[config.mk]
export PLATFORM = sky130hd
export DESIGN_NAME = dc_motor_brake_sequencer_top_flat
export DESIGN_NICKNAME = d
export VERILOG_FILES = /design/src/sv/dcmb_pkg.sv /design/src/sv/dcmb_ifs.sv /design/src/sv/dcmb_in_stage.sv /design/src/sv/dcmb_core.sv /design/src/sv/dcmb_out_stage.sv /design/src/sv/dc_motor_brake_sequencer_top.sv /design/src/flat_wrapper.sv
export SDC_FILE = /design/constraint.sdc
export NUM_CORES = 1
export LEC_CHECK = 0
export BUFFER_PORTS_ARGS = -buffer_cell sky130_fd_sc_hd__buf_2
export CAP_MARGIN = 40
export CORE_UTILIZATION = 54
export CTS_CLUSTER_SIZE = 24
export DETAILED_ROUTE_END_ITERATION = 8
export GPL_TIMING_DRIVEN = 1
export PLACE_DENSITY_LB_ADDON = 0.1
export SLEW_MARGIN = 20
export SYNTH_ARGS = -nofsm -noshare
export SYNTH_HDL_FRONTEND = slang
export SYNTH_SLANG_ARGS = --single-unit
[constraint.sdc]
create_clock -name clock -period 4.45 [get_ports clock]
set_input_delay 0.2225 -clock clock [delete_from_list [all_inputs] [get_ports clock]]
set_output_delay 0.2225 -clock clock [all_outputs]
set_load 0.03 [all_outputs]
[src/sv/dcmb_pkg.sv]
// Shared types and constants for the DC motor brake sequencer.
package dcmb_pkg;

   localparam logic [2:0] OP_TICK       = 3'd0;
   localparam logic [2:0] OP_GATED      = 3'd1;
   localparam logic [2:0] OP_TIMED      = 3'd2;
   localparam logic [2:0] OP_HARD       = 3'd3;
   localparam logic [2:0] OP_HOLD       = 3'd4;
   localparam logic [2:0] OP_SOFT       = 3'd5;
   localparam logic [2:0] OP_FREE       = 3'd6;
   localparam logic [2:0] OP_REVERSE    = 3'd7;

   localparam logic [2:0] MODE_MOVING   = 3'd0;
   localparam logic [2:0] MODE_TIMED    = 3'd1;
   localparam logic [2:0] MODE_HARD     = 3'd2;
   localparam logic [2:0] MODE_SOFT     = 3'd3;
   localparam logic [2:0] MODE_HOLD     = 3'd4;
   localparam logic [2:0] MODE_FREE     = 3'd5;

   localparam logic [1:0] CSR_UPPER     = 2'd0;
   localparam logic [1:0] CSR_LOWER     = 2'd1;
   localparam logic [1:0] CSR_CW        = 2'd2;

   localparam logic [15:0] HARD_MS      = 16'd100;
   localparam logic [15:0] SOFT_MS      = 16'd1000;
   localparam logic [15:0] REVERSE_MS   = 16'd500;
   localparam logic [16:0] ELAPSED_MAX  = 17'h1FFFF;
   localparam logic [7:0]  DUTY_FULL    = 8'd255;

   typedef struct packed {
      logic [2:0]         operation;
      logic signed [8:0]  speed;
      logic [15:0]        duration_ms;
      logic signed [15:0] encoder_position;
   } req_type;

   typedef struct packed {
      logic       bridge_in1;
      logic       bridge_in2;
      logic [7:0] enable_duty;
      logic [2:0] motor_mode;
      logic       at_upper_limit;
      logic       at_lower_limit;
   } rsp_type;

   typedef struct packed {
      logic       we;
      logic [1:0] index;
      logic [15:0] wdata;
   } csr_type;

endpackage

[src/sv/dcmb_ifs.sv]
// Request and response channel interfaces for the DC motor brake sequencer.
interface dcmb_req_if;
   logic               valid;
   logic               ready;
   logic [2:0]         operation;
   logic signed [8:0]  speed;
   logic [15:0]        duration_ms;
   logic signed [15:0] encoder_position;

   modport source (output valid, operation, speed, duration_ms, encoder_position,
                   input ready);
   modport sink   (input valid, operation, speed, duration_ms, encoder_position,
                   output ready);
endinterface

interface dcmb_rsp_if;
   logic       valid;
   logic       ready;
   logic       bridge_in1;
   logic       bridge_in2;
   logic [7:0] enable_duty;
   logic [2:0] motor_mode;
   logic       at_upper_limit;
   logic       at_lower_limit;

   modport source (output valid, bridge_in1, bridge_in2, enable_duty, motor_mode,
                   at_upper_limit, at_lower_limit, input ready);
   modport sink   (input valid, bridge_in1, bridge_in2, enable_duty, motor_mode,
                   at_upper_limit, at_lower_limit, output ready);
endinterface

[src/sv/dcmb_in_stage.sv]
// Input register stage holding one request transaction.
module dcmb_in_stage
   import dcmb_pkg::*;
(
   input  logic    clock,
   input  logic    reset,
   input  logic    in_valid,
   output logic    in_ready,
   input  req_type in_item,
   output logic    out_valid,
   input  logic    out_take,
   output req_type out_item
);

   logic    valid_ff;
   logic    valid_in;
   req_type item_ff;

   assign in_ready  = !valid_ff || out_take;
   assign out_valid = valid_ff;
   assign out_item  = item_ff;

   always_comb begin
      valid_in = valid_ff;
      if (in_ready) begin
         valid_in = in_valid;
      end
   end

   always_ff @(posedge clock) begin
      if (reset) begin
         valid_ff <= 1'b0;
      end else begin
         valid_ff <= valid_in;
      end
   end

   always_ff @(posedge clock) begin
      if (in_valid && in_ready) begin
         item_ff <= in_item;
      end
   end

endmodule

[src/sv/dcmb_core.sv]
// Motor channel state, limit registers and next-state logic.
module dcmb_core
   import dcmb_pkg::*;
(
   input  logic    clock,
   input  logic    reset,
   input  csr_type csr,
   input  logic    step,
   input  req_type item,
   output rsp_type result
);

   logic signed [15:0] upper_ff, lower_ff;
   logic               cw_ff;
   logic [2:0]         mode_ff, mode_in;
   logic signed [8:0]  speed_ff, speed_in;
   logic [15:0]        period_ff, period_in;
   logic [16:0]        elapsed_ff, elapsed_in;
   logic               upflag_ff, upflag_in;
   logic               loflag_ff, loflag_in;
   logic               in1_ff, in1_in;
   logic               in2_ff, in2_in;
   logic [7:0]         duty_ff, duty_in;

   logic               enc_hi, enc_lo;
   logic               cur_pos, cur_neg, cur_up, cur_low;
   logic               req_pos, req_neg, req_up, req_low;
   logic [16:0]        el_inc;
   logic signed [9:0]  rev_wide;
   logic signed [8:0]  rev_speed;
   logic signed [8:0]  drv_speed;
   logic               drv_en;

   always_comb begin
      enc_hi  = item.encoder_position >= upper_ff;
      enc_lo  = item.encoder_position <= lower_ff;
      cur_neg = speed_ff[8];
      cur_pos = !speed_ff[8] && (speed_ff != 9'sd0);
      cur_up  = cw_ff ? cur_pos : cur_neg;
      cur_low = cw_ff ? cur_neg : cur_pos;
      req_neg = item.speed[8];
      req_pos = !item.speed[8] && (item.speed != 9'sd0);
      req_up  = cw_ff ? req_pos : req_neg;
      req_low = cw_ff ? req_neg : req_pos;
      el_inc  = (elapsed_ff == ELAPSED_MAX) ? elapsed_ff : elapsed_ff + 17'd1;
      rev_wide = -{speed_ff[8], speed_ff};
      rev_speed = (rev_wide > 10'sd255) ? 9'sd255 : rev_wide[8:0];
   end

   always_comb begin
      mode_in    = mode_ff;
      speed_in   = speed_ff;
      period_in  = period_ff;
      elapsed_in = elapsed_ff;
      upflag_in  = upflag_ff;
      loflag_in  = loflag_ff;
      in1_in     = in1_ff;
      in2_in     = in2_ff;
      duty_in    = duty_ff;
      drv_en     = 1'b0;
      drv_speed  = item.speed;

      unique case (item.operation)
         OP_TICK: begin
            upflag_in = enc_hi;
            loflag_in = !enc_hi && enc_lo;
            if ((mode_ff == MODE_MOVING || mode_ff == MODE_TIMED) &&
                ((cur_up && upflag_in) || (cur_low && loflag_in))) begin
               mode_in = MODE_HOLD;
               in1_in  = 1'b0;
               in2_in  = 1'b0;
               duty_in = DUTY_FULL;
            end else if (mode_ff == MODE_TIMED || mode_ff == MODE_HARD ||
                         mode_ff == MODE_SOFT) begin
               elapsed_in = el_inc;
               if (el_inc > {1'b0, period_ff}) begin
                  if (mode_ff == MODE_TIMED) begin
                     mode_in    = MODE_HARD;
                     period_in  = HARD_MS;
                     elapsed_in = 17'd0;
                     in1_in     = 1'b1;
                     in2_in     = 1'b1;
                     duty_in    = DUTY_FULL;
                  end else if (mode_ff == MODE_HARD) begin
                     mode_in    = MODE_SOFT;
                     period_in  = SOFT_MS;
                     elapsed_in = 17'd0;
                     in1_in     = 1'b0;
                     in2_in     = 1'b0;
                     duty_in    = DUTY_FULL;
                  end else begin
                     mode_in = MODE_FREE;
                     in1_in  = 1'b0;
                     in2_in  = 1'b0;
                     duty_in = 8'd0;
                  end
               end
            end
         end
         OP_GATED: begin
            drv_en = (req_up && !upflag_ff) || (req_low && !loflag_ff);
         end
         OP_TIMED: begin
            drv_en     = 1'b1;
            period_in  = item.duration_ms;
            elapsed_in = 17'd0;
         end
         OP_HARD: begin
            mode_in    = MODE_HARD;
            period_in  = item.duration_ms;
            elapsed_in = 17'd0;
            in1_in     = 1'b1;
            in2_in     = 1'b1;
            duty_in    = DUTY_FULL;
         end
         OP_HOLD: begin
            mode_in = MODE_HOLD;
            in1_in  = 1'b0;
            in2_in  = 1'b0;
            duty_in = DUTY_FULL;
         end
         OP_SOFT: begin
            mode_in    = MODE_SOFT;
            period_in  = item.duration_ms;
            elapsed_in = 17'd0;
            in1_in     = 1'b0;
            in2_in     = 1'b0;
            duty_in    = DUTY_FULL;
         end
         OP_FREE: begin
            mode_in = MODE_FREE;
            in1_in  = 1'b0;
            in2_in  = 1'b0;
            duty_in = 8'd0;
         end
         OP_REVERSE: begin
            drv_en     = 1'b1;
            drv_speed  = rev_speed;
            period_in  = REVERSE_MS;
            elapsed_in = 17'd0;
         end
         default: begin
         end
      endcase

      if (drv_en) begin
         speed_in = drv_speed;
         mode_in  = (item.operation == OP_GATED) ? MODE_MOVING : MODE_TIMED;
         if (drv_speed[8]) begin
            in1_in  = 1'b0;
            in2_in  = 1'b1;
            duty_in = (drv_speed == -9'sd256) ? DUTY_FULL : 8'((-drv_speed));
         end else begin
            in1_in  = 1'b1;
            in2_in  = 1'b0;
            duty_in = drv_speed[7:0];
         end
      end
   end

   assign result = '{bridge_in1:     in1_in,
                     bridge_in2:     in2_in,
                     enable_duty:    duty_in,
                     motor_mode:     mode_in,
                     at_upper_limit: upflag_in,
                     at_lower_limit: loflag_in};

   always_ff @(posedge clock) begin
      if (reset) begin
         upper_ff <= 16'sh7FFF;
         lower_ff <= 16'sh8000;
         cw_ff    <= 1'b1;
      end else if (csr.we) begin
         unique case (csr.index)
            CSR_UPPER: upper_ff <= csr.wdata;
            CSR_LOWER: lower_ff <= csr.wdata;
            CSR_CW:    cw_ff    <= csr.wdata[0];
            default: begin
            end
         endcase
      end
   end

   always_ff @(posedge clock) begin
      if (reset) begin
         mode_ff    <= MODE_FREE;
         speed_ff   <= 9'sd0;
         period_ff  <= 16'd0;
         elapsed_ff <= 17'd0;
         upflag_ff  <= 1'b0;
         loflag_ff  <= 1'b0;
         in1_ff     <= 1'b0;
         in2_ff     <= 1'b0;
         duty_ff    <= 8'd0;
      end else if (step) begin
         mode_ff    <= mode_in;
         speed_ff   <= speed_in;
         period_ff  <= period_in;
         elapsed_ff <= elapsed_in;
         upflag_ff  <= upflag_in;
         loflag_ff  <= loflag_in;
         in1_ff     <= in1_in;
         in2_ff     <= in2_in;
         duty_ff    <= duty_in;
      end
   end

endmodule

[src/sv/dcmb_out_stage.sv]
// Result register holding one response transaction until taken.
module dcmb_out_stage
   import dcmb_pkg::*;
(
   input  logic    clock,
   input  logic    reset,
   input  logic    load,
   input  rsp_type load_item,
   output logic    free,
   output logic    out_valid,
   input  logic    out_ready,
   output rsp_type out_item
);

   logic    valid_ff;
   logic    valid_in;
   rsp_type item_ff;

   assign free      = !valid_ff || out_ready;
   assign out_valid = valid_ff;
   assign out_item  = item_ff;

   always_comb begin
      valid_in = valid_ff;
      if (free) begin
         valid_in = load;
      end
   end

   always_ff @(posedge clock) begin
      if (reset) begin
         valid_ff <= 1'b0;
      end else begin
         valid_ff <= valid_in;
      end
   end

   always_ff @(posedge clock) begin
      if (load) begin
         item_ff <= load_item;
      end
   end

endmodule

[src/sv/dc_motor_brake_sequencer_top.sv]
// Top level of the DC motor brake sequencer.
//
//   channel   direction  handshake          contents
//   req_chan  in         valid/ready        operation, speed, duration_ms, encoder_position
//   rsp_chan  out        valid/ready        bridge_in1/2, enable_duty, motor_mode, limit flags
//   csr_*     in         write enable only  upper/lower position limit, clockwise_is_positive
//
// One transaction per cycle sustained while the response channel is not stalled.
// The request register feeds the next-state logic, which loads the response register.
// Reset is synchronous and active high; no clearing pass.
// A stalled response holds the request register, which then drops ready.
module dc_motor_brake_sequencer_top
   import dcmb_pkg::*;
(
   input  logic        clock,
   input  logic        reset,
   dcmb_req_if.sink    req_chan,
   dcmb_rsp_if.source  rsp_chan,
   input  logic        csr_we,
   input  logic [1:0]  csr_index,
   input  logic [15:0] csr_wdata
);

   req_type in_item, stage_item;
   rsp_type next_rsp, out_item;
   csr_type csr;
   logic    stage_valid, out_free, step;

   assign in_item = '{operation:        req_chan.operation,
                      speed:            req_chan.speed,
                      duration_ms:      req_chan.duration_ms,
                      encoder_position: req_chan.encoder_position};
   assign csr     = '{we: csr_we, index: csr_index, wdata: csr_wdata};
   assign step    = stage_valid && out_free;

   dcmb_in_stage u_in_stage (
      .clock     (clock),
      .reset     (reset),
      .in_valid  (req_chan.valid),
      .in_ready  (req_chan.ready),
      .in_item   (in_item),
      .out_valid (stage_valid),
      .out_take  (step),
      .out_item  (stage_item)
   );

   dcmb_core u_core (
      .clock  (clock),
      .reset  (reset),
      .csr    (csr),
      .step   (step),
      .item   (stage_item),
      .result (next_rsp)
   );

   dcmb_out_stage u_out_stage (
      .clock     (clock),
      .reset     (reset),
      .load      (step),
      .load_item (next_rsp),
      .free      (out_free),
      .out_valid (rsp_chan.valid),
      .out_ready (rsp_chan.ready),
      .out_item  (out_item)
   );

   assign rsp_chan.bridge_in1     = out_item.bridge_in1;
   assign rsp_chan.bridge_in2     = out_item.bridge_in2;
   assign rsp_chan.enable_duty    = out_item.enable_duty;
   assign rsp_chan.motor_mode     = out_item.motor_mode;
   assign rsp_chan.at_upper_limit = out_item.at_upper_limit;
   assign rsp_chan.at_lower_limit = out_item.at_lower_limit;

endmodule
[src/flat_wrapper.sv]
// flat-port wrapper written by rule: the top's interface ports become plain ports
module dc_motor_brake_sequencer_top_flat import dcmb_pkg::*;
  (clock, reset, csr_we, csr_index, csr_wdata, req_chan_valid, req_chan_operation, req_chan_speed, req_chan_duration_ms, req_chan_encoder_position, req_chan_ready, rsp_chan_valid, rsp_chan_bridge_in1, rsp_chan_bridge_in2, rsp_chan_enable_duty, rsp_chan_motor_mode, rsp_chan_at_upper_limit, rsp_chan_at_lower_limit, rsp_chan_ready);
  dcmb_req_if req_chan_i ();
  dcmb_rsp_if rsp_chan_i ();
  input  logic clock;
  input  logic reset;
  input  logic csr_we;
  input  logic [1:0] csr_index;
  input  logic [15:0] csr_wdata;
  input wire logic [$bits(req_chan_i.valid)-1:0] req_chan_valid;
  input wire logic [$bits(req_chan_i.operation)-1:0] req_chan_operation;
  input wire logic [$bits(req_chan_i.speed)-1:0] req_chan_speed;
  input wire logic [$bits(req_chan_i.duration_ms)-1:0] req_chan_duration_ms;
  input wire logic [$bits(req_chan_i.encoder_position)-1:0] req_chan_encoder_position;
  output wire logic [$bits(req_chan_i.ready)-1:0] req_chan_ready;
  output wire logic [$bits(rsp_chan_i.valid)-1:0] rsp_chan_valid;
  output wire logic [$bits(rsp_chan_i.bridge_in1)-1:0] rsp_chan_bridge_in1;
  output wire logic [$bits(rsp_chan_i.bridge_in2)-1:0] rsp_chan_bridge_in2;
  output wire logic [$bits(rsp_chan_i.enable_duty)-1:0] rsp_chan_enable_duty;
  output wire logic [$bits(rsp_chan_i.motor_mode)-1:0] rsp_chan_motor_mode;
  output wire logic [$bits(rsp_chan_i.at_upper_limit)-1:0] rsp_chan_at_upper_limit;
  output wire logic [$bits(rsp_chan_i.at_lower_limit)-1:0] rsp_chan_at_lower_limit;
  input wire logic [$bits(rsp_chan_i.ready)-1:0] rsp_chan_ready;
  assign req_chan_i.valid = req_chan_valid;
  assign req_chan_i.operation = req_chan_operation;
  assign req_chan_i.speed = req_chan_speed;
  assign req_chan_i.duration_ms = req_chan_duration_ms;
  assign req_chan_i.encoder_position = req_chan_encoder_position;
  assign req_chan_ready = req_chan_i.ready;
  assign rsp_chan_valid = rsp_chan_i.valid;
  assign rsp_chan_bridge_in1 = rsp_chan_i.bridge_in1;
  assign rsp_chan_bridge_in2 = rsp_chan_i.bridge_in2;
  assign rsp_chan_enable_duty = rsp_chan_i.enable_duty;
  assign rsp_chan_motor_mode = rsp_chan_i.motor_mode;
  assign rsp_chan_at_upper_limit = rsp_chan_i.at_upper_limit;
  assign rsp_chan_at_lower_limit = rsp_chan_i.at_lower_limit;
  assign rsp_chan_i.ready = rsp_chan_ready;
  dc_motor_brake_sequencer_top u_core (.clock(clock), .reset(reset), .req_chan(req_chan_i), .rsp_chan(rsp_chan_i), .csr_we(csr_we), .csr_index(csr_index), .csr_wdata(csr_wdata));
endmodule
; ---- Yosys cells after proc, flatten, opt, wreduce, memory -nomap -nowiden
; Index checks and enable logic that the tools add are counted.
[totals]
ff_bits = 151
inputBits = 67
elab_cells = 143
output_inout_bits = 17
[op_classes]
n_addsub = 3
reduce_logical = 42
eq_ne = 18
magnitude_cmp = 4
mux = 52
[op_table]
columns = cell, n
row1 = 17-bit 2-to-1 mux, 6
row2 = 16-bit 2-to-1 mux, 5
row3 = 8-bit 2-to-1 mux, 8
row4 = 16-bit one-hot mux with 3 select lines, 1
row5 = 17-bit one-hot mux with 2 select lines, 1
row6 = 8-bit one-hot mux with 3 select lines, 1
row7 = 1-bit 2-to-1 mux, 18
row8 = 3-bit 2-to-1 mux, 6
row9 = 9-bit 2-to-1 mux, 2
row10 = 9-bit nonzero test, 2
row11 = 17-bit by 1-bit adder with 17-bit output (second input constant), 1
row12 = 17-bit == test (second input constant), 1
row13 = 17-bit by 16-bit > comparator with 1-bit output, 1
row14 = 16-bit >= comparator, 1
row15 = 16-bit less-or-equal comparator, 1
row16 = 3-bit one-hot mux with 5 select lines, 1
row17 = 3-bit by 2-bit == test with 1-bit output (second input constant), 4
row18 = 3-bit == test (second input constant), 4
row19 = 10-bit by 9-bit > comparator with 1-bit output (second input constant), 1
row20 = 1-bit logical AND, 10
row21 = 10-bit negator, 1
row22 = 9-bit == test (second input constant), 1
row23 = 3-bit OR reduction, 3
row24 = 8-bit negator, 1
row25 = other kinds (18), 38

; ---- Depth between registers and ports, before layout
; Gate-level depths: netlist (run 1).
[depth]
depth_word = 9
ltp_mapped = 22
mapped_depth_nobuf = 17

; ---- Hierarchy
; A second synthesis (run 1) with hierarchy kept.
[hier_totals]
hier_cells = 931
hier_area_um2 = 8295.5
[modules_own_cells]
columns = mod, area_per_inst_um2, n_inst, cells_each, seq_area_each_um2
row1 = dcmb_core, 6416.2, 1, 862, 1801.7
row2 = dcmb_in_stage, 1376.3, 1, 49, 1341.3
row3 = dcmb_out_stage, 496.7, 1, 19, 470.5
row4 = dc_motor_brake_sequencer_top, 6.3, 1, 1, 0.0

; ---- Worst setup path after synthesis (run 1)
; No wires, ideal clock.
[synth_timing]
path_kind = reg-to-reg
startpoint = reg u_core.u_core.elapsed_ff[0]
endpoint = reg u_core.u_core.elapsed_ff[10]
slack_ns = 0.123
setup_time_ns = 0.058
synth_period_minus_slack_ns = 4.327
t_required_ns = 4.392
arrival_time_ns = 4.269
path_buffers = 5
path_stages_with_launch = 21
cell_sequence = dfxtp_1 ha_1 nand4_1 nor4_2 a211o_1 clkbuf_1 nand2b_1 nand2_1 ha_1 and3_1 o21a_1 o31a_1 or4_4 buf_6 and3_4 buf_6 or4_4 buf_6 buf_6 a211oi_2 a21o_1
[synth_via]
elab_chain_len = 8
word_cells_on_any_way = 10
classes_between = add/sub: 1 / order compare: 1 / eq/ne: 1 / mux: 7
[synth_lines]
columns = item, line
row1 = from (decl), dcmb_core.sv:18  ; logic [16:0] elapsed_ff, elapsed_in;
row2 = from (signal assigned), dcmb_core.sv:199  ; elapsed_ff <= elapsed_in;
row3 = 17-bit by 1-bit adder with 17-bit output or 17-bit == test (tied branches), dcmb_core.sv:45  ; el_inc = (elapsed_ff == ELAPSED_MAX) ? elapsed_ff : elapsed_ff + 17'd1;
row4 = 17-bit 2-to-1 mux *, dcmb_core.sv:45
row5 = "parallel branches: the longest is 2 deep, another holds 17-bit by 16-bit > comparator with 1-bit output", n/a
row6 = 17-bit 2-to-1 mux *, dcmb_core.sv:76  ; if (el_inc > {1'b0, period_ff}) begin
row7 = 17-bit 2-to-1 mux *, dcmb_core.sv:73  ; end else if (mode_ff == MODE_TIMED || mode_ff == MODE_HARD ||
row8 = 17-bit 2-to-1 mux *, dcmb_core.sv:67  ; if ((mode_ff == MODE_MOVING || mode_ff == MODE_TIMED) &&
row9 = 17-bit one-hot mux with 2 select lines *, dcmb_core.sv:63  ; unique case (item.operation)
; Every way passes the cells marked *. The select of a mux whose other input is x is not followed.
; A chain may end at the register's enable or synchronous reset.

; ---- Final worst setup path (run 1)
[layout_timing]
startpoint = reg u_core.u_core.elapsed_ff[1]
endpoint = reg u_core.u_core.elapsed_ff[1]
; The elaborated chain is that of the path after synthesis.

==> metrics.txt, run 1 <==
status complete, but fails checks; violated checks design-rule violations; Slew HR 57.9%; setup bufs post-CTS 0; worst-margin pin slew 615 ps; Leak Pwr slightly above 4 nW; Vias/cell between 5 and 6; ANT cells 0; Setup crit end u_core.u_core.elapsed_ff[1]$_SDFFE_PP0P_; synth unique cells 76; RSZ-0062 raised after global routing false; area of the core between 10000 and 15000 sq um; setup ws final around 250 ps; Port Buf Inserts 83; fin crit period between 4000 and 5000 ps; fin. max-slew vios 0; Final setup viols 0; ys async rst share 0%; Layout fillers between 1000 and 1500; clock latency on the worst-skew pair 430 ps; PD cells ~350 nW/um^2; worst hold-check path type in -> reg; share of layout cells above drive strength 1 17.2%; Die Wd between 100 and 150 um; Final Cycle Share 94.3%; Clock Path Buffers 2; antenna-violating nets left 0; max-cap violation count 0; Placer Congestion 0.875; cell area after synthesis 8240 sq um; CTS Buf Count 17; Total GRT Usage approximately a quarter; DPL Wire Length approximately 13 mm; commonest non-fill, non-tap cell in the layout nand2_1; Hold Violations, Final 0; Synth Flop Type dfxtp_1; Initial DRC Count 525; Final #Nets between 1000 and 1500; Ports 84; Crit. End Element flop; final design utilization between 60% and 70%; htree depth 4; GRT Residual Overflow 0; Yosys Warn Count 0; critical path startpoint category flop; DRT Pass-1 Iters 7; worst r2r src u_core.u_core.elapsed_ff[1]$_SDFFE_PP0P_; number of global-route vias before repair roughly 6600; cells after synthesis approximately 900; syn avg cell area ~9 sq um; WL/cell about 16 um; commonest non-fill, non-tap cells in the layout 128 x nand2_1, 92 x dfxtp_1, 83 x buf_2; Layout area overhead 20.0%; Setup crit start u_core.u_core.elapsed_ff[1]$_SDFFE_PP0P_; Clock Pin Slew Worst Setup and Hold Paths around 60 ps; Initial Util roughly 56%; post-synthesis register bit count ~150; skew final ~11 ps; r2r setup slk between 200 and 300 ps; first-pass GRT wire length 32.5 mm; wirelength, routed 19.5 mm; Setup WS pre-CTS -31.5 ps; clk root buf clkbuf_16; Post-synth EDFFs 59; die height approximately 130 um; post-synthesis net count between 1000 and 1500; CTS tree built; register area share after synthesis between 40 and 50%; initial antenna violation count 0; CP max FO 14; DRC errors left 3; critical path class reg -> reg; Vias 7066; peak ir drop on the vdd network between 0.2 and 0.3 mV; largest net degree at the start of global routing between 40 and 50; Req. time, crit path between 4000 and 5000 ps; R2R Path End u_core.u_core.elapsed_ff[1]$_SDFFE_PP0P_; worst r2r path cells 15; Clock Sinks approximately 150; Die Area 15800 sq um; Worst EP arrival between 4000 and 5000 ps; num rows 44; Max Clk Rate roughly 240 MHz
layer usage:
| metal | wire, um | vias up | share of wire [%] | track usage (%) |
|---|---|---|---|---|
| li1 | - | 3517 | - | - |
| met1 | 9360 | 3316 | 48 | 35.8 |
| met2 | 8880 | 210 | 45 | 41.4 |
| met3 | 1040 | 23 | 5.3 | 5.26 |
| met4 | 265 | 0 | 1.4 | 7.75 |
| met5 | 0 | - | 0 | 0 |
final cells by class:
class | count | area, sq um | share of cell area, %
Multi-Input combinational cell | 639 | 4200 | 42.4
Inverter | 65 | 244 | 2.47
Clock inverter | 13 | 135 | 1.37
Timing Repair Buffer | 148 | 1030 | 10.4
Clock buffer | 19 | 443 | 4.48
Sequential cell | 151 | 3610 | 36.5
Tap cell | 184 | 230 | 2.33
per-stage QoR:
stage	cell area, sq um	total power, mW	hold slack [ps]	cells	TNS [ps]
CTS	9870	3.48	8.70	1219	0
global placement	8830	2.03	399	1142	0
global route	9890	3.60	38.8	1219	0
detailed placement	8850	2.03	401	1143	-118
floorplan	8240	1.90	321	903	0
finish	9890	3.47	23.0	1219	0
how the worst min path moves through the flow:
stage,from,endpoint,slack [ps],cells past startpoint
finish,req_chan_valid,u_core.u_in_stage.out_valid$_SDFFE_PP0N_,20,3
CTS,req_chan_valid,u_core.u_in_stage.out_valid$_SDFFE_PP0N_,9,3
global route,csr_wdata[6],u_core.u_core.upper_ff[6]$_SDFFE_PP1P_,40,3
detailed placement,req_chan_encoder_position[7],u_core.u_in_stage.out_item[7]$_DFFE_PP_,400,1
floorplan,req_chan_encoder_position[0],u_core.u_in_stage.out_item[0]$_DFFE_PP_,320,0
global placement,req_chan_speed[6],u_core.u_in_stage.out_item[38]$_DFFE_PP_,400,1
synthesized netlist by cell type (8+ instances only):
cell	number	share of area [%]
a211oi_2	11	1.7
nand2_1	128	5.8
nor3_1	12	0.73
a21o_1	18	1.6
nor2b_1	9	0.68
dfxtp_1	92	22
inv_1	64	2.9
ha_1	52	7.9
o21ai_0	30	1.8
mux2i_1	17	2.1
a21oi_1	66	4.0
edfxtp_1	59	22
o211ai_1	19	1.7
nand2b_1	11	0.84
clkbuf_1	35	1.6
or3_1	12	0.91
nor2_1	66	3.0
o31ai_1	8	0.73
nand4_1	12	0.91
nand3_1	25	1.5
a211oi_1	12	1.1
cells by family (layout without fill, tap and decap cells):
family | after synthesis | in the layout | synth area share, %
fa+ha+maj | 52 | 52 | 7.90
buf+inv | 113 | 245 | 5.63
compound gates | 238 | 238 | 20.5
simple gates | 318 | 318 | 18.3
mux | 21 | 21 | 2.75
flops | 151 | 151 | 43.9
xor+xnor | 10 | 10 | 1.06
sequential cells by signal, summed over array words and instances (netlist names), 3 cells and up:
| name | count |
|---|---|
| u_core.u_in_stage.out_item | 44 |
| u_core.u_core.period_ff | 16 |
| u_core.u_core.mode_ff | 3 |
| u_core.u_core.lower_ff | 16 |
| u_core.u_core.speed_ff | 9 |
| u_core.u_out_stage.out_item | 15 |
| u_core.u_core.duty_ff | 8 |
| u_core.u_core.upper_ff | 16 |
| u_core.u_core.elapsed_ff | 17 |
critical path, stage by stage, from the launching register on:
cell       delay [ps]
dfxtp_1           330
ha_1              210
nand4_1           140
nor4_4             60
a211o_2           420
or4b_2            660
nand2_1           100
ha_1              220
nand4_1           130
nor2_1             70
o2bb2ai_1         130
or4_4             520
and3_4            200
or4_4             570
nor2_2            230
a22o_1            150
where the power goes:
part           leakage [nW]  internal [mW]  switching [mW]
Clock                 0.271          0.801           0.618
Sequential             1.32           1.51          0.0387
Combinational          2.54          0.205           0.294
what timing repair did:
item / in CTS / in global routing
gates resized for setup: 1 / 4
hold buffers: 44 / 0
hold endpoints to repair: 44 / 0
setup endpoints to repair: 4 / 38
pin swaps: 0 / 2
Power figures use the tool's default switching activity.
==> run 2, diff against run 1 <==
--- a/config.mk
+++ b/config.mk
@@ -11,8 +11,9 @@
 export CTS_CLUSTER_SIZE = 24
 export DETAILED_ROUTE_END_ITERATION = 8
-export GPL_TIMING_DRIVEN = 1
+export GPL_TIMING_DRIVEN = 0
 export PLACE_DENSITY_LB_ADDON = 0.1
 export SLEW_MARGIN = 20
 export SYNTH_ARGS = -nofsm -noshare
 export SYNTH_HDL_FRONTEND = slang
+export SYNTH_HIERARCHICAL = 1
 export SYNTH_SLANG_ARGS = --single-unit
==> constraint.sdc (replaced) <==
create_clock -name clock -period 4.45 [get_ports clock]
set_input_delay 0 -clock clock [delete_from_list [all_inputs] [get_ports clock]]
set_output_delay 0 -clock clock [all_outputs]
set_load 0.03 [all_outputs]
==> metrics.txt, run 2 <==
num rows 44 (unchanged); Final setup viols 0 (unchanged); Final #Nets 1224 (+7.3%); Max Clk Rate 235 MHz (-1.2%); max reg flops 44 (unchanged); initial antenna violation count 0 (unchanged); Placer Congestion 0.897 (+2.4%); Ports 84 (unchanged); DPL Wire Length 15.0 mm (+12%); share of layout cells above drive strength 1 16.0% (-1.2 points); htree depth 4 (unchanged); cell area after synthesis 8300 sq um (+0.70%); first-pass GRT wire length 35.2 mm (+8.4%); ANT cells 0 (unchanged); peak ir drop on the vdd network 0.288 mV (+8.7%); Initial Util 56.2% (+0.18 points); Yosys top cell area share 22.2% (-0.16 points); register area share after synthesis 43.6% (-0.30 points); DRC errors left 0 (-3); CP max stage cell or4_4; Die Area 15900 sq um (+0.69%); Yosys Warn Count 6 (+6); Total GRT Usage 28.3% (+2.3 points); die height 126 um (+0.35%); fin. max-slew vios 0 (unchanged); cells after synthesis 931 (+3.1%); Hold Violations, Final 0 (unchanged); max-cap violation count 0 (unchanged); overall power 3.62 mW (+4.6%); commonest non-fill, non-tap cell in the layout nand2_1; Final Cycle Share 95.5% (+1.2 points); worst hold-check path type in -> reg; area of the core 14800 sq um (+0.37%); CTS tree built; Clock Pin Slew Worst Setup and Hold Paths 60 ps (about the same); Post-synth top cells 131 x nand2_1, 92 x dfxtp_1, 84 x nor2_1, 69 x a21oi_1, 69 x inv_1; syn avg cell area 8.91 sq um (-2.3%); cell taking the most area after synthesis dfxtp_1; Crit. End Element flop; Layout fillers 1150 (-2.2%); Setup WS pre-CTS -446 ps (-414 ps); antenna-violating nets left 0 (unchanged); Worst EP arrival 4520 ps (-50 ps); Initial DRC Count 723 (+38%); Synth Flop Type dfxtp_1; Leak Pwr 4.17 nW (+1.1%); skew final 16.1 ps (+4.84 ps); setup ws final 199 ps (-53.0 ps); Die Wd 126 um (+0.35%); crit path cell chain nand3_1 -> nor4_4 -> nand2_2 -> buf_4 -> and4_4 -> nand4_1 -> xnor2_1 -> ha_1 -> nand2_1 -> or4_4 -> a21oi_4 -> o31ai_4 -> a211oi_4 -> nor2_4 -> a2111o_1 -> o2111ai_2 -> o211ai_1; count leader, synth nand2_1; clk root buf clkbuf_16; Register Area 3630 sq um (+0.38%); ys async rst share 0% (unchanged); clock latency on the worst-skew pair 420 ps (about the same); Req. time, crit path 4720 ps (-100 ps); fin crit period 4250 ps (+53.0 ps); Max stage delay on crit path 560 ps (-100 ps); RSZ-0062 raised after global routing true; Clock Path Buffers 2 (unchanged); status completed; critical path class reg -> reg; Slew HR 48.0% (-9.9 points); WL/cell 16.9 um (+5.1%); critical path startpoint category flop; GRT Residual Overflow 0 (unchanged); Synth area leaders dfxtp_1 22%, edfxtp_1 21%, ha_1 7.8%, nand2_1 5.9%, a21oi_1 4.2%; CTS Buf Count 17 (unchanged); number of global-route vias before repair 7021 (+6.3%); post-synthesis register bit count 151 (unchanged); PD cells 348 nW/um^2 (-0.61%); Vias/cell 5.74 (-0.92%); Port Buf Inserts 83 (unchanged); largest net degree at the start of global routing 45 (-6.3%); Clock Sinks 151 (unchanged); wirelength, routed 21.9 mm (+12%); DRT Pass-1 Iters 5 (-2); Post-synth EDFFs 59 (unchanged); synth unique cells 79 (+3.9%); post-synthesis net count 1050 (+2.7%); Layout area overhead 25.4%; commonest non-fill, non-tap cells in the layout 129 x nand2_1, 86 x buf_2, 84 x nor2_1; CP max FO 6 (-8); Vias 7472 (+5.7%); multi-input logic area 4320 sq um (+2.8%); worst-margin pin slew 772 ps (+157 ps)
==> run 2: cell types whose count changed in the layout (fill, tap and decap cells not counted), sizes merged, moves of 10 or more <==
cell	change
xnor2	+11
nor2	+19
dlygate4sd3	+23
a211oi	-10
a21o	-12
clkbuf	+32
mux2i	-11
==> run 2: final cells by class <==
type	count	share of cell area (%)
buffer	44	2.02
clock buffer	21	4.43
clock inverter	10	1.14
inverter	70	2.53
multi-input combinational	662	41.5
sequential	151	34.9
tap	184	2.21
timing repair buffer	159	11.3
==> run 2: timing repair <==
action | 4_1_cts | 5_1_grt
hold buffers | 67 | 0
pin swaps | 6 | 6
endpoints found under the setup margin | 51 | 49
gates resized for setup | 10 | 29
setup buffers | 5 | 3
endpoints found under the hold margin | 79 | 0
==> run 2: logic make-up (layout without fill, tap and decap cells) <==
group,count (synthesis),in the layout,share of synthesized area (%)
buffers and inverters,118,304,5.70
multiplexers,8,8,0.995
AO/OA/AOI/OAI,230,230,19.3
AND/OR/NAND/NOR,346,346,19.8
adder cells (fa/ha/maj),52,52,7.84
flip-flops,151,151,43.6
XOR/XNOR,26,26,2.75
==> run 2: worst max-delay path, delay by kind of cell (launching register included) <==
kind                     cells  cell delay, ps
AO/OA/AOI/OAI                6            1410
buffers and inverters        1             160
flip-flops                   1             420
AND/OR/NAND/NOR              8            1740
XOR/XNOR                     1              90
adder cells (fa/ha/maj)      1             270
==> run 2: per-stage QoR <==
stage	area (sq um)	util [%]	hold WS [ps]	instances	TNS (ps)
6_report	10400	70.5	251	1301	0
5_1_grt	10400	70.5	274	1301	-54.7
4_1_cts	10300	69.7	272	1298	0
3_5_place_dp	8960	60.7	178	1199	-10620
3_3_place_gp	8940	60.6	176	1198	-10270
2_1_floorplan	8300	-	62.4	931	0
==> run 2: final timing paths <==
check	startpoint	endpoint	slack, ps	depth (start not counted)
min	req_chan_valid	u_core/u_in_stage/out_item[2]$_DFFE_PP_	250	2
min reg2reg	u_core/u_core/period_ff[11]$_SDFFE_PP0P_	u_core/u_core/period_ff[11]$_SDFFE_PP0P_	450	2
max	u_core/u_core/elapsed_ff[14]$_SDFFE_PP0P_	u_core/u_core/elapsed_ff[2]$_SDFFE_PP0P_	200	17
max reg2reg	u_core/u_core/elapsed_ff[14]$_SDFFE_PP0P_	u_core/u_core/elapsed_ff[2]$_SDFFE_PP0P_	200	17
==> run 2: layer usage <==
metal,GRT usage (%),routed length (um),vias to the layer above
met3,4.63,1130,20
met1,39.3,10200,3519
met2,46.2,10400,231
li1,-,-,3702
met4,6.80,228,0
met5,0,0,-
==> run 2: power by group <==
| part | internal, mW | total, mW | switching [mW] | leakage, nW |
|---|---|---|---|---|
| Combinational | 0.256 | 0.636 | 0.380 | 2.57 |
| Sequential | 1.52 | 1.56 | 0.0403 | 1.32 |
| Clock | 0.855 | 1.42 | 0.570 | 0.276 |
| Total | 2.63 | 3.62 | 0.990 | 4.17 |
==> run 3, diff against run 2 <==
Settings changed: SYNTH_HIERARCHICAL 1 to not set.
==> metrics.txt, run 3 (same netlist as run 1, synthesis figures left out) <==
Slew HR 48.1% (+0.072 points); peak ir drop on the vdd network 0.299 mV (+3.5%); first-pass GRT wire length 34.9 mm (-1.0%); WL/cell 16.8 um (about the same); Vias/cell 5.74 (-0.10%); Hold Violations, Final 0 (unchanged); CP most frequent cell buf_6; Design Area, Final 10400 sq um (-0.45%); Die Wd 126 um (-0.35%); max reg flops 44 (unchanged); met2 Use GR 47.1% (+0.88 points); Req. time, crit path 4820 ps (+100 ps); area of the core 14700 sq um (-0.37%); largest net degree at the start of global routing 29 (-36%); max-cap violation count 0 (unchanged); clock latency on the worst-skew pair 440 ps (+20 ps); share of layout cells above drive strength 1 17.7% (+1.7 points); violated checks design-rule violations; antenna-violating nets left 0 (unchanged); dpl cell area 8900 sq um (-0.63%); M1 GR Usage 36.8% (-2.4 points); Initial DRC Count 529 (-27%); skew final 11.8 ps (-4.38 ps); worst r2r src u_core.u_core.elapsed_ff[0]$_SDFFE_PP0P_; Initial Util 56.0% (-0.18 points); Ports 84 (unchanged); number of global-route vias before repair 6992 (-0.41%); Max stage delay on crit path 500 ps (-60 ps); Crit. End Element flop; Port Buf Inserts 82 (-1.2%); wirelength, routed 21.5 mm (-2.1%); Clock Sinks 151 (unchanged); CP max stage cell or4_4; DRT Pass-1 Iters 7 (+2); CTS Buf Count 17 (unchanged); GR peak layer met2; Layout area overhead 25.7%; fin crit period 4310 ps (+57.0 ps); Final setup viols 0 (unchanged); Placer Congestion 0.887 (-1.1%); Total GRT Usage 28.3% (about the same); Max Clk Rate 232 MHz (-1.3%); commonest non-fill, non-tap cell in the layout nand2_1; Final Cycle Share 96.8% (+1.3 points); ANT cells 0 (unchanged); Final #Nets 1197 (-2.2%); DPL Wire Length 14.6 mm (-2.7%); Clock Path Buffers 2 (unchanged); Worst EP arrival 4680 ps (+160 ps); Die Area 15800 sq um (-0.69%); PD cells 342 nW/um^2 (-1.9%); worst hold-check path type in -> reg; die height 126 um (-0.35%); Vias 7315 (-2.1%); met3 Track Usage GR 5.99% (+1.4 points); critical path startpoint category flop; crit path cell chain ha_4 -> nand4_1 -> nor4_4 -> a211o_1 -> buf_6 -> o31ai_1 -> nand2_1 -> ha_1 -> nand4_1 -> nor2_1 -> o2bb2ai_1 -> or4_4 -> buf_6 -> and3_4 -> buf_6 -> or4_4 -> buf_6 -> buf_6 -> a211oi_2 -> a21o_1; DRC errors left 3 (+3); fin. max-slew vios 0 (unchanged); GRT Residual Overflow 0 (unchanged); hold_sp reset; commonest non-fill, non-tap cells in the layout 126 x nand2_1, 87 x buf_2, 81 x dfxtp_1; Clock Pin Slew Worst Setup and Hold Paths 60 ps (about the same); CTS tree built; CP max FO 10 (+4); clk root buf clkbuf_16; Setup crit start u_core.u_core.elapsed_ff[0]$_SDFFE_PP0P_; final design utilization 70.5% (about the same); status complete, but fails checks; Leak Pwr 4.30 nW (+3.2%); worst-margin pin slew 777 ps (+5.40 ps); htree depth 4 (unchanged); critical path class reg -> reg; initial antenna violation count 0 (unchanged); num rows 44 (unchanged)
==> run 3: changes by cell type in the layout (fill, tap and decap cells not counted), sizes merged, moves of 7 or more <==
cell and change:
nor2 -19, a21o +12, a211oi +10, or3 +9
xnor2 -11, a21oi -7, nand3 -9, mux2i +11
==> run 3: where the power goes <==
| part | total [mW] | internal (mW) | switching (mW) | leakage (nW) |
|---|---|---|---|---|
| Combinational | 0.541 | 0.225 | 0.316 | 2.68 |
| Sequential | 1.54 | 1.51 | 0.0340 | 1.32 |
| Clock | 1.46 | 0.812 | 0.644 | 0.296 |
==> run 3: per-stage QoR <==
| stage | instances | total power, mW | setup WS, ps | hold WS [ps] | setup TNS [ps] |
|---|---|---|---|---|---|
| final | 1275 | 3.54 | 142 | 222 | 0 |
| after global routing | 1275 | 3.67 | -34.7 | 224 | -119 |
| after CTS | 1270 | 3.54 | 4.28 | 188 | 0 |
| after detailed placement | 1170 | 2.05 | -435 | 178 | -13550 |
| after global placement | 1169 | 2.04 | -454 | 176 | -15040 |
| after floorplan | 903 | 1.90 | 123 | 98.9 | 0 |
==> run 3: final timing paths <==
path                                              end  depth (start not counted)  slack [ps]
min             u_core.u_core.duty_ff[7]$_SDFFE_PP0P_                          4         220
max reg2reg  u_core.u_core.elapsed_ff[5]$_SDFFE_PP0P_                         20         140
min reg2reg    u_core.u_core.lower_ff[5]$_SDFFE_PP0P_                          2         460
max          u_core.u_core.elapsed_ff[5]$_SDFFE_PP0P_                         20         140
==> run 3: cell type report <==
type | instances | area [sq um]
inverter | 65 | 244
timing repair buffer | 156 | 1170
tap | 184 | 230
clock buffer | 18 | 439
multi-input combinational | 639 | 4260
fill | 1128 | 4340
clock inverter | 14 | 158
sequential | 151 | 3630
buffer | 48 | 228
==> run 3: routing by layer <==
layer	vias up	wire length [um]
li1	3626	-
met1	3380	9670
met2	276	10200
met3	33	1270
met4	0	344
met5	-	0
==> run 3: what timing repair did <==
item                                   in CTS  in global routing
pin swaps                                   4                 10
setup endpoints to repair                  49                 40
hold buffers                               66                  0
gates cloned                                0                  1
resized for setup                           8                 29
endpoints found under the hold margin      79                  0
setup buffers                               2                  3
==> run 3: critical path, delay by kind of cell (launching register included) <==
family	cells	cell delay (ps)
AO/OA/AOI/OAI	5	1030
adder cells (fa/ha/maj)	2	480
flip-flops	1	360
AND/OR/NAND/NOR	8	1660
buffers and inverters	5	710
